### src/rtl/core/sptq_pkg.sv
package sptq_pkg;

  localparam int unsigned LevelsDefault     = 4;
  localparam int unsigned LevelDepthDefault = 16;

  localparam int unsigned KindW   = 2;
  localparam int unsigned HandleW = 16;
  localparam int unsigned PrioW   = 4;
  localparam int unsigned StatusW = 3;
  localparam int unsigned TotalW  = 7;
  localparam int unsigned CountW  = 32;

  localparam logic [KindW-1:0] KindAdd    = 2'd0;
  localparam logic [KindW-1:0] KindTake   = 2'd1;
  localparam logic [KindW-1:0] KindCancel = 2'd2;
  localparam logic [KindW-1:0] KindStop   = 2'd3;

  localparam logic [StatusW-1:0] StOk        = 3'd0;
  localparam logic [StatusW-1:0] StBadLevel  = 3'd1;
  localparam logic [StatusW-1:0] StStopped   = 3'd2;
  localparam logic [StatusW-1:0] StNotQueued = 3'd3;
  localparam logic [StatusW-1:0] StEmpty     = 3'd4;
  localparam logic [StatusW-1:0] StFull      = 3'd5;

  // Commands from the controller to the datapath.
  typedef struct packed {
    logic load;      // capture the input item
    logic decide;    // resolve the item that needs no search
    logic scan;      // read one slot
    logic check;     // compare the slot just read
    logic shift;     // move one slot down while compacting
    logic finish;    // close a removal and publish the result
    logic miss;      // publish a not-in-queue result
  } sptq_cmd_t;

  // Status from the datapath to the controller.
  typedef struct packed {
    logic need_search;  // item is a take or cancel that touches memory
    logic hit;          // slot just read matches, or the item is a take
    logic scan_last;    // the slot at the current position is the last held one
    logic shift_last;   // this shift moves the last held slot
  } sptq_stat_t;

endpackage

### src/rtl/core/sptq_ctrl.sv
module sptq_ctrl (
  input  logic                   clk_i,
  input  logic                   rst_ni,
  input  logic                   in_valid_i,
  output logic                   in_ready_o,
  input  logic                   out_valid_i,
  output sptq_pkg::sptq_cmd_t    cmd_o,
  input  sptq_pkg::sptq_stat_t   stat_i
);

  localparam logic [2:0] SIdle   = 3'd0;
  localparam logic [2:0] SDecide = 3'd1;
  localparam logic [2:0] SScan   = 3'd2;
  localparam logic [2:0] SCheck  = 3'd3;
  localparam logic [2:0] SShift  = 3'd4;
  localparam logic [2:0] SWait   = 3'd5;

  logic [2:0] state_q, state_d;

  // A new item is taken only when idle and the output register is free.
  assign in_ready_o = (state_q == SIdle) && !out_valid_i;

  // Next state and commands.
  always_comb begin
    state_d = state_q;
    cmd_o   = '0;
    unique case (state_q)
      SIdle: begin
        if (in_valid_i && in_ready_o) begin
          cmd_o.load = 1'b1;
          state_d    = SDecide;
        end
      end
      SDecide: begin
        if (stat_i.need_search) begin
          state_d = SScan;
        end else begin
          cmd_o.decide = 1'b1;
          state_d      = SWait;
        end
      end
      SScan: begin
        cmd_o.scan = 1'b1;
        state_d    = SCheck;
      end
      SCheck: begin
        cmd_o.check = 1'b1;
        if (stat_i.hit) begin
          if (stat_i.scan_last) begin
            cmd_o.finish = 1'b1;
            state_d      = SWait;
          end else begin
            state_d = SShift;
          end
        end else if (stat_i.scan_last) begin
          cmd_o.miss = 1'b1;
          state_d    = SWait;
        end else begin
          state_d = SScan;
        end
      end
      SShift: begin
        cmd_o.shift = 1'b1;
        if (stat_i.shift_last) begin
          cmd_o.finish = 1'b1;
          state_d      = SWait;
        end
      end
      SWait: begin
        if (!out_valid_i) begin
          state_d = SIdle;
        end
      end
      default: state_d = SIdle;
    endcase
  end

  always_ff @(posedge clk_i or negedge rst_ni) begin
    if (!rst_ni) begin
      state_q <= SIdle;
    end else begin
      state_q <= state_d;
    end
  end

  // A publish command leads to the wait state; load only when idle.
  assert property (@(posedge clk_i) disable iff (!rst_ni)
    (cmd_o.finish || cmd_o.miss || cmd_o.decide) |=> state_q == SWait)
    else $error("result command did not lead to the wait state");
  assert property (@(posedge clk_i) disable iff (!rst_ni)
    cmd_o.load |-> state_q == SIdle)
    else $error("item loaded outside idle");
  assert property (@(posedge clk_i) disable iff (!rst_ni)
    $countones({cmd_o.finish, cmd_o.miss, cmd_o.decide}) <= 1)
    else $error("more than one result command");

endmodule

### src/rtl/core/sptq_datapath.sv
module sptq_datapath #(
  parameter int unsigned Levels     = sptq_pkg::LevelsDefault,
  parameter int unsigned LevelDepth = sptq_pkg::LevelDepthDefault
) (
  input  logic                          clk_i,
  input  logic                          rst_ni,
  input  sptq_pkg::sptq_cmd_t           cmd_i,
  output sptq_pkg::sptq_stat_t          stat_o,
  input  logic [sptq_pkg::KindW-1:0]    kind_i,
  input  logic [sptq_pkg::HandleW-1:0]  task_handle_i,
  input  logic [sptq_pkg::PrioW-1:0]    priority_level_i,
  output logic                          out_valid_o,
  input  logic                          out_ready_i,
  output logic [sptq_pkg::StatusW-1:0]  status_o,
  output logic [sptq_pkg::HandleW-1:0]  taken_handle_o,
  output logic [sptq_pkg::TotalW-1:0]   queued_total_o,
  output logic [sptq_pkg::CountW-1:0]   added_count_o
);

  localparam int unsigned LvW   = (Levels > 1) ? $clog2(Levels) : 1;
  localparam int unsigned PosW  = (LevelDepth > 1) ? $clog2(LevelDepth) : 1;
  localparam int unsigned FillW = $clog2(LevelDepth + 1);
  localparam int unsigned AddrW = LvW + PosW;
  localparam int unsigned Words = Levels * (2 ** PosW);

  // Slot memory: row per level, one word per position.
  logic [sptq_pkg::HandleW-1:0] mem_q [Words];
  logic [sptq_pkg::HandleW-1:0] rd_q;

  logic [FillW-1:0]             fill_q [Levels];
  logic [sptq_pkg::TotalW-1:0]  total_q;
  logic [sptq_pkg::CountW-1:0]  adds_q;
  logic                         stopped_q;

  logic [sptq_pkg::KindW-1:0]   kind_q;
  logic [sptq_pkg::HandleW-1:0] handle_q;
  logic [sptq_pkg::PrioW-1:0]   prio_q;
  logic [LvW-1:0]               lv_q;
  logic [PosW-1:0]              pos_q;
  logic [sptq_pkg::HandleW-1:0] first_q;

  // Level decode for the captured item.
  logic             prio_ok;
  logic [LvW-1:0]   prio_lv;
  logic             any_held;
  logic [LvW-1:0]   first_lv;
  logic [FillW-1:0] cur_fill;
  logic [FillW-1:0] pos_ext;
  logic             hit;

  assign prio_ok = ({28'd0, prio_q} < Levels);
  assign prio_lv = prio_q[LvW-1:0];

  // Lowest-numbered level that holds something.
  always_comb begin
    any_held = 1'b0;
    first_lv = '0;
    for (int i = Levels - 1; i >= 0; i--) begin
      if (fill_q[i] != '0) begin
        any_held = 1'b1;
        first_lv = LvW'(i);
      end
    end
  end

  assign cur_fill = fill_q[lv_q];
  assign pos_ext  = FillW'(pos_q);
  assign hit      = (rd_q == handle_q) || (kind_q == sptq_pkg::KindTake);

  always_comb begin
    stat_o             = '0;
    stat_o.need_search = ((kind_q == sptq_pkg::KindTake) && any_held) ||
                         ((kind_q == sptq_pkg::KindCancel) && prio_ok &&
                          (fill_q[prio_lv] != '0));
    stat_o.hit         = hit;
    stat_o.scan_last   = (pos_ext + FillW'(1)) >= cur_fill;
    stat_o.shift_last  = (pos_ext + FillW'(1)) >= (cur_fill - FillW'(1));
  end

  // Memory write on add and shift; registered read on scan, hit and shift.
  // Compaction keeps the next slot prefetched in the read register.
  logic [AddrW-1:0] rd_addr;
  logic [AddrW-1:0] nx1_addr;
  logic [AddrW-1:0] nx2_addr;
  assign rd_addr  = {lv_q, pos_q};
  assign nx1_addr = {lv_q, pos_q + PosW'(1)};
  assign nx2_addr = {lv_q, pos_q + PosW'(2)};

  logic             wr_en;
  logic [AddrW-1:0] wr_addr;
  logic [sptq_pkg::HandleW-1:0] wr_data;
  logic             add_ok;
  assign add_ok = cmd_i.decide && (kind_q == sptq_pkg::KindAdd) && prio_ok &&
                  !stopped_q && (fill_q[prio_lv] < FillW'(LevelDepth));

  always_comb begin
    wr_en   = 1'b0;
    wr_addr = rd_addr;
    wr_data = handle_q;
    if (add_ok) begin
      wr_en   = 1'b1;
      wr_addr = {prio_lv, fill_q[prio_lv][PosW-1:0]};
    end else if (cmd_i.shift) begin
      wr_en   = 1'b1;
      wr_data = rd_q;
    end
  end

  always_ff @(posedge clk_i) begin
    if (wr_en) begin
      mem_q[wr_addr] <= wr_data;
    end
    if (cmd_i.scan) begin
      rd_q <= mem_q[rd_addr];
    end else if (cmd_i.check && hit) begin
      rd_q <= mem_q[nx1_addr];
    end else if (cmd_i.shift) begin
      rd_q <= mem_q[nx2_addr];
    end
  end

  // Item capture and scan position. The level is fixed at load, since the
  // fill counts cannot change before the first scan.
  always_ff @(posedge clk_i or negedge rst_ni) begin
    if (!rst_ni) begin
      kind_q   <= '0;
      handle_q <= '0;
      prio_q   <= '0;
      lv_q     <= '0;
      pos_q    <= '0;
      first_q  <= '0;
    end else if (cmd_i.load) begin
      kind_q   <= kind_i;
      handle_q <= task_handle_i;
      prio_q   <= priority_level_i;
      lv_q     <= (kind_i == sptq_pkg::KindTake) ? first_lv : priority_level_i[LvW-1:0];
      pos_q    <= '0;
    end else if (cmd_i.check) begin
      if (hit) begin
        first_q <= rd_q;
      end else begin
        pos_q <= pos_q + PosW'(1);
      end
    end else if (cmd_i.shift) begin
      pos_q <= pos_q + PosW'(1);
    end
  end

  // Next values of the persistent state and of the result.
  logic                         res_load;
  logic [sptq_pkg::StatusW-1:0] res_status;
  logic [sptq_pkg::HandleW-1:0] res_taken;
  logic [sptq_pkg::TotalW-1:0]  total_d;
  logic [sptq_pkg::CountW-1:0]  adds_d;
  logic                         stopped_d;
  logic                         fill_we;
  logic [LvW-1:0]               fill_lv;
  logic [FillW-1:0]             fill_wd;

  always_comb begin
    res_load   = cmd_i.decide || cmd_i.miss || cmd_i.finish;
    res_status = sptq_pkg::StOk;
    res_taken  = '0;
    total_d    = total_q;
    adds_d     = adds_q;
    stopped_d  = stopped_q;
    fill_we    = 1'b0;
    fill_lv    = prio_lv;
    fill_wd    = '0;
    if (cmd_i.decide) begin
      unique case (kind_q)
        sptq_pkg::KindAdd: begin
          if (!prio_ok) begin
            res_status = sptq_pkg::StBadLevel;
          end else if (stopped_q) begin
            res_status = sptq_pkg::StStopped;
          end else if (!add_ok) begin
            res_status = sptq_pkg::StFull;
          end else begin
            fill_we = 1'b1;
            fill_wd = fill_q[prio_lv] + FillW'(1);
            total_d = total_q + sptq_pkg::TotalW'(1);
            adds_d  = adds_q + sptq_pkg::CountW'(1);
          end
        end
        sptq_pkg::KindTake:   res_status = sptq_pkg::StEmpty;
        sptq_pkg::KindCancel: res_status = prio_ok ? sptq_pkg::StNotQueued
                                                   : sptq_pkg::StBadLevel;
        default:              stopped_d = 1'b1;
      endcase
    end else if (cmd_i.miss) begin
      res_status = sptq_pkg::StNotQueued;
    end else if (cmd_i.finish) begin
      // A take from a level of one finishes in the compare cycle itself.
      if (kind_q == sptq_pkg::KindTake) begin
        res_taken = cmd_i.check ? rd_q : first_q;
      end
      fill_we = 1'b1;
      fill_lv = lv_q;
      fill_wd = cur_fill - FillW'(1);
      total_d = total_q - sptq_pkg::TotalW'(1);
    end
  end

  // Persistent state and output register.
  always_ff @(posedge clk_i or negedge rst_ni) begin
    if (!rst_ni) begin
      for (int i = 0; i < Levels; i++) fill_q[i] <= '0;
      total_q        <= '0;
      adds_q         <= '0;
      stopped_q      <= 1'b0;
      out_valid_o    <= 1'b0;
      status_o       <= '0;
      taken_handle_o <= '0;
      queued_total_o <= '0;
      added_count_o  <= '0;
    end else begin
      if (fill_we) begin
        fill_q[fill_lv] <= fill_wd;
      end
      total_q   <= total_d;
      adds_q    <= adds_d;
      stopped_q <= stopped_d;
      if (res_load) begin
        out_valid_o    <= 1'b1;
        status_o       <= res_status;
        taken_handle_o <= res_taken;
        queued_total_o <= total_d;
        added_count_o  <= adds_d;
      end else if (out_valid_o && out_ready_i) begin
        out_valid_o <= 1'b0;
      end
    end
  end

  assert property (@(posedge clk_i) disable iff (!rst_ni)
    cmd_i.finish |-> cur_fill != '0)
    else $error("removal from an empty level");
  assert property (@(posedge clk_i) disable iff (!rst_ni)
    add_ok |=> out_valid_o && status_o == sptq_pkg::StOk)
    else $error("accepted add did not report ok");
  assert property (@(posedge clk_i) disable iff (!rst_ni)
    (cmd_i.decide || cmd_i.miss || cmd_i.finish) |-> !out_valid_o)
    else $error("result overwrote a pending result");

endmodule

### src/rtl/core/strict_priority_task_queue.sv
// Strict priority task queue.
// Input channel: in_valid_i / in_ready_o carry kind_i, task_handle_i and
// priority_level_i. Kinds are add, take, cancel and stop.
// Output channel: out_valid_o / out_ready_i carry one result per input
// transfer: status_o, taken_handle_o, queued_total_o and added_count_o.
// Items are worked one at a time. Add, stop, a take with every level empty
// and a cancel at an invalid or empty level need no search and are resolved
// in the decide state, which registers the result. Take and cancel read the
// slot memory through one port: a take reads the oldest slot of the first
// held level and then compacts the level one slot a cycle; a cancel reads
// slots from the oldest (position 0) until one matches and then compacts
// the rest, and one that misses reads every held slot. A new input is taken
// only once the result has been accepted and the sequencer is idle again.
// When the receiver stalls, the result is held unchanged and no further
// input is taken. Reset empties every level, clears the add count and the
// stopped flag; slot contents are not cleared and need no sweep.
module strict_priority_task_queue #(
  parameter int unsigned Levels     = sptq_pkg::LevelsDefault,
  parameter int unsigned LevelDepth = sptq_pkg::LevelDepthDefault
) (
  input  logic                          clk_i,
  input  logic                          rst_ni,
  input  logic                          in_valid_i,
  output logic                          in_ready_o,
  input  logic [sptq_pkg::KindW-1:0]    kind_i,
  input  logic [sptq_pkg::HandleW-1:0]  task_handle_i,
  input  logic [sptq_pkg::PrioW-1:0]    priority_level_i,
  output logic                          out_valid_o,
  input  logic                          out_ready_i,
  output logic [sptq_pkg::StatusW-1:0]  status_o,
  output logic [sptq_pkg::HandleW-1:0]  taken_handle_o,
  output logic [sptq_pkg::TotalW-1:0]   queued_total_o,
  output logic [sptq_pkg::CountW-1:0]   added_count_o
);

  sptq_pkg::sptq_cmd_t  cmd;
  sptq_pkg::sptq_stat_t stat;

  // Sequencer.
  sptq_ctrl u_ctrl (
    .clk_i       (clk_i),
    .rst_ni      (rst_ni),
    .in_valid_i  (in_valid_i),
    .in_ready_o  (in_ready_o),
    .out_valid_i (out_valid_o),
    .cmd_o       (cmd),
    .stat_i      (stat)
  );

  // Level storage and result register.
  sptq_datapath #(
    .Levels     (Levels),
    .LevelDepth (LevelDepth)
  ) u_datapath (
    .clk_i            (clk_i),
    .rst_ni           (rst_ni),
    .cmd_i            (cmd),
    .stat_o           (stat),
    .kind_i           (kind_i),
    .task_handle_i    (task_handle_i),
    .priority_level_i (priority_level_i),
    .out_valid_o      (out_valid_o),
    .out_ready_i      (out_ready_i),
    .status_o         (status_o),
    .taken_handle_o   (taken_handle_o),
    .queued_total_o   (queued_total_o),
    .added_count_o    (added_count_o)
  );

endmodule
### config.mk
export PLATFORM = sky130hd
export DESIGN_NAME = strict_priority_task_queue
export DESIGN_NICKNAME = d
export VERILOG_FILES = /design/src/rtl/core/sptq_pkg.sv /design/src/rtl/core/sptq_ctrl.sv /design/src/rtl/core/sptq_datapath.sv /design/src/rtl/core/strict_priority_task_queue.sv
export SDC_FILE = /design/constraint.sdc
export NUM_CORES = 2
export LEC_CHECK = 0
export BUFFER_PORTS_ARGS = -buffer_cell sky130_fd_sc_hd__buf_2
export CORE_MARGIN = 2
export CORE_UTILIZATION = 64
export CTS_CLUSTER_SIZE = 40
export DETAILED_ROUTE_END_ITERATION = 8
export PLACE_DENSITY = 0.83
export SLEW_MARGIN = 20
export SYNTH_ARGS = -nofsm -noshare
export SYNTH_HDL_FRONTEND = slang
export SYNTH_SLANG_ARGS = --single-unit
export TNS_END_PERCENT = 10
### constraint.sdc
create_clock -name clk_i -period 5.8 [get_ports clk_i]
set_input_delay 0.58 -clock clk_i [delete_from_list [all_inputs] [get_ports clk_i]]
set_output_delay 0.58 -clock clk_i [all_outputs]
set_load 0.01 [all_outputs]
==> flow_metrics.py <==
metrics = {
    "run_status": {
        "outcome": "finished clean",
    },
    "grt": {
        "antenna_found_initial": 3,
        "overflow": 0,
        "grt_util_met2": 0.575,
        "grt_first_pass_wirelength_mm": 295,
        "grt_usage": 0.407,
        "grt_max_degree": 143,
        "top_usage_layer": "met2",
        "number_of_global_route_vias_before_repair": 41953,
        "use_met3": 0.182,
        "use_met1": 0.498,
    },
    "critical_path": {
        "timing.critical_path.slowest_stage_cell": "dfrtp_4",
        "capturing_element_type_of_the_critical_path": "flip-flop",
        "crit_path_max_fanout": 46,
        "worstSetupStartpointType": "flip-flop",
        "crit_path_cell_trace": "ha_4 -> xnor2_2 -> inv_4 -> buf_4 -> o211ai_1 -> buf_4 -> o22ai_1 -> nor3_1 -> o21ai_0 -> and3_1 -> nor3_1",
        "crit-reg2reg-launch": "u_datapath.pos_q[0]$_DFFE_PN0P_",
        "crit_arrival_ps": 5370,
        "worst-r2r-setup-slack_ps": 1000,
        "total_buffers_and_inverters_traversed_by_the_critical_path": 3,
        "timing.critical_path.required_ps": 6360,
        "crit_path_max_incr_delay_ps": 1000,
        "setup.worst_path.class": "flip-flop to flip-flop",
        "worst_setup_sp": "u_datapath.pos_q[0]$_DFFE_PN0P_",
        "critical_path.top_delay_family": "simple AND/OR/NAND/NOR gates",
    },
    "power_and_ir_drop": {
        "cellPowerDensity_nw_per_um2": 616,
        "power_leakage_nw": 23.3,
        "irDropWorstVdd_mv": 0.688,
    },
    "timing": {
        "final.setup_skew_ps": 49.1,
        "setup_violations": 0,
        "unrepaired_setup_endpoints_after_global_routing": "no",
        "timing.max_slew.rel_slack": 0.156,
        "maxClockFrequency_mhz": 208,
        "timing.final.max_slew_violations": 0,
        "setup_total_negative_slack_ps": 0,
        "timing.final.crit_period_ps": 4800,
        "timing_worst_slew_pin_value_ps": 1260,
        "hold_violations": 0,
        "period_share": 0.828,
    },
    "synth": {
        "synth.distinct_cells": 69,
        "synth_async_reset_ratio": 0.138,
        "synth_seq_cells": 1206,
        "yosys_warnings": 0,
        "sequential_to_total_area_share_from_yosys_stat": 0.554,
        "syn_inst": 3732,
        "synth_nets": 3776,
        "ys_dominant_reg_cell": "edfxtp_1",
        "syn-cell-area_um2": 63800,
        "number_of_enable_flip_flop_cells_after_synthesis": 1040,
        "synth_area_per_cell_um2": 17.1,
    },
    "detailed_routing": {
        "drt-initial-drc-count": 8683,
        "antenna_violating_nets_post_route": 0,
        "mean_routed_wirelength_per_cell_um": 40.0,
        "detail_route.vias_per_cell": 8.39,
        "detailed_routing_iterations_pass_1": 9,
        "dr_total_vias": 43158,
        "drt_drc_violations_left": 0,
        "routed_wl_mm": 206,
    },
    "floorplanning": {
        "ioPinCount": 86,
        "die_area_um2": 102000,
        "chipWidth_um": 320,
        "starting_utilization_of_the_core_area": 0.648,
        "placeableCoreArea_um2": 98600,
        "row_count": 115,
        "die-height_um": 320,
    },
    "final_layout": {
        "layout_common_cells": "1040 x edfxtp_1, 827 x mux4_2, 314 x nand2_1, 163 x dfrtp_1, 126 x clkbuf_16",
        "layout.filler_cells": 5657,
        "share_of_cells_above_drive_strength_1": 0.360,
        "finished_layout_cells": 5145,
        "num-nets-final": 3793,
        "layout_commonest_cell": "edfxtp_1",
        "flow.area_growth_from_synthesis_pct": 9.95,
    },
    "hold_path": {
        "timing.hold.worst.class": "input port to flip-flop",
        "launch_point_of_the_worst_hold_path": "task_handle_i[2]",
    },
    "placed_design": {
        "detailed_place_hpwl_mm": 120,
        "placement.io_buffers": 85,
        "place.detailed.instances": 4908,
        "gp_congestion": 0.967,
    },
    "clocking": {
        "cts.htree.levels": 3,
        "cts_inserted_buffers": 121,
        "cts.sink_count": 1206,
        "cell_at_the_root_of_the_clock_tree": "clkbuf_16",
        "postCtsResizedCells": 0,
        "insertion_delay_ps": 760,
        "cts_buffer_depth": 3,
        "clkSlewWorstSetupHoldPaths_ps": 80,
        "cts_tree": "yes",
    },
    "flow_run": {
        "maxCapViolCount": 0,
    },
}
[state kept, by name, summed over array words and instances, names as in the netlist]
name,cells
u_datapath.added_count_o,32
u_datapath.adds_q,32
u_datapath.first_q,16
u_datapath.out_valid_o,1
u_datapath.queued_total_o,7
u_datapath.mem_q,1024
u_datapath.prio_q,4
u_datapath.lv_q,2
u_datapath.stopped_q,1
u_datapath.rd_q,16
u_datapath.total_q,7
u_datapath.fill_q,20
u_datapath.handle_q,16
u_datapath.taken_handle_o,16
u_datapath.status_o,3
u_ctrl.state_q,3
u_datapath.kind_q,2
u_datapath.pos_q,4
[metrics by stage]
| stage | total power [mW] | instance area [um2] | utilization | hold slack (ps) | setup slack (ps) |
|---|---|---|---|---|---|
| 5_1_grt | 44.1 | 70200 | 0.712 | 52.2 | 886 |
| 3_3_place_gp | 33.6 | 66100 | 0.670 | 456 | 1360 |
| 6_report | 43.2 | 70200 | 0.712 | 21.3 | 998 |
| 3_5_place_dp | 34.0 | 66100 | 0.671 | 461 | 1290 |
| 4_1_cts | 42.1 | 70100 | 0.711 | 13.1 | 1230 |
| 2_1_floorplan | 27.5 | 63900 | - | 284 | 1740 |
[worst min-delay path: cells and delay by family]
kind	cells	cell delay, ps
simple gates	2	80
buf+inv	1	70
[routing by layer]
metal | vias to the layer above | share of wire
met5 | - | 0.0019
met4 | 8 | 0.094
met3 | 1085 | 0.18
met2 | 4923 | 0.43
met1 | 21289 | 0.30
li1 | 15853 | -
[cells by family (layout without fill, tap and decap cells)]
| kind of cell | after synthesis | in the layout | share of synthesized area |
|---|---|---|---|
| AOI/OAI and AO/OA | 429 | 429 | 0.0475 |
| xor gates and xnor gates | 61 | 61 | 0.00849 |
| adders and majority gates | 18 | 18 | 0.00353 |
| buffers and inverters | 329 | 452 | 0.0215 |
| DFF | 1206 | 1206 | 0.554 |
| muxes | 951 | 951 | 0.313 |
| other | 0 | 3 | 0 |
| and+or+nand+nor | 738 | 738 | 0.0522 |
[final cells by class]
| cell class | instances | area (um2) | share of cell area |
|---|---|---|---|
| flip-flops and latches | 1206 | 35400 | 0.504 |
| multi-input cells | 2197 | 27600 | 0.394 |
| clock buffers | 167 | 3430 | 0.0489 |
| well taps | 1287 | 1610 | 0.0229 |
| repair buffers | 196 | 1450 | 0.0207 |
| clock inverters | 62 | 554 | 0.00790 |
| inverters | 27 | 104 | 0.00148 |
| diodes | 3 | 7.51 | 0.000107 |
[worst paths after layout]
kind / cells after the start / endpoint
worst max register to register: 11 / u_datapath.rd_q[6]$_DFFE_PP_
min in group asynchronous: 2 / u_datapath.prio_q[3]$_DFFE_PN0P_
worst min-delay path: 3 / u_datapath.handle_q[2]$_DFFE_PN0P_
worst min register to register: 2 / u_datapath.queued_total_o[4]$_DFFE_PN0P_
worst max-delay path: 11 / u_datapath.rd_q[6]$_DFFE_PP_
max in group asynchronous: 3 / u_datapath.taken_handle_o[11]$_DFFE_PN0P_
[report_power, final]
group          total, mW  internal, mW  leakage, nW  switching, mW
combinational       22.7          9.50         9.76           13.2
clock               7.94          4.48         1.95           3.46
sequential          12.6          11.7         11.6          0.841
total               43.2          25.7         23.3           17.5
[cells in the mapped netlist, types with 5 or more instances]
cell / count / area (um2)
mux2_2: 72 / 811
or4_1: 14 / 105
mux2i_1: 51 / 510
xnor2_1: 34 / 298
nand2_1: 314 / 1180
or3_1: 10 / 62.6
nor4_1: 9 / 56.3
o21ai_0: 46 / 230
a31oi_1: 24 / 150
and4_1: 5 / 43.8
buf_1: 48 / 180
buf_4: 5 / 37.5
o221a_2: 9 / 101
a211oi_1: 25 / 188
nor3_1: 57 / 285
ha_1: 18 / 225
a2bb2oi_1: 9 / 78.8
a21boi_0: 6 / 45.0
a22o_1: 61 / 534
clkbuf_1: 157 / 589
nand2b_1: 7 / 43.8
a221oi_1: 70 / 613
mux4_2: 827 / 18600
o31ai_1: 5 / 37.5
dfrtp_1: 166 / 4150
and2_1: 13 / 81.3
buf_2: 91 / 455
inv_1: 24 / 90.1
xor2_1: 26 / 228
o221ai_1: 9 / 78.8
nand4_1: 15 / 93.8
a21oi_1: 75 / 375
nand3_1: 61 / 305
o211ai_1: 8 / 60.1
nor2_1: 180 / 676
o21ai_1: 5 / 25.0
edfxtp_1: 1040 / 31200
and3_1: 25 / 156
o22ai_1: 60 / 375
[timing repair]
action / CTS / global route
hold buffers: 1 / 0
endpoints found under the hold margin: 65 / 0
setup buffers: 0 / 0
endpoints found under the setup margin: 0 / 0
(Power assumes the default switching activity.)
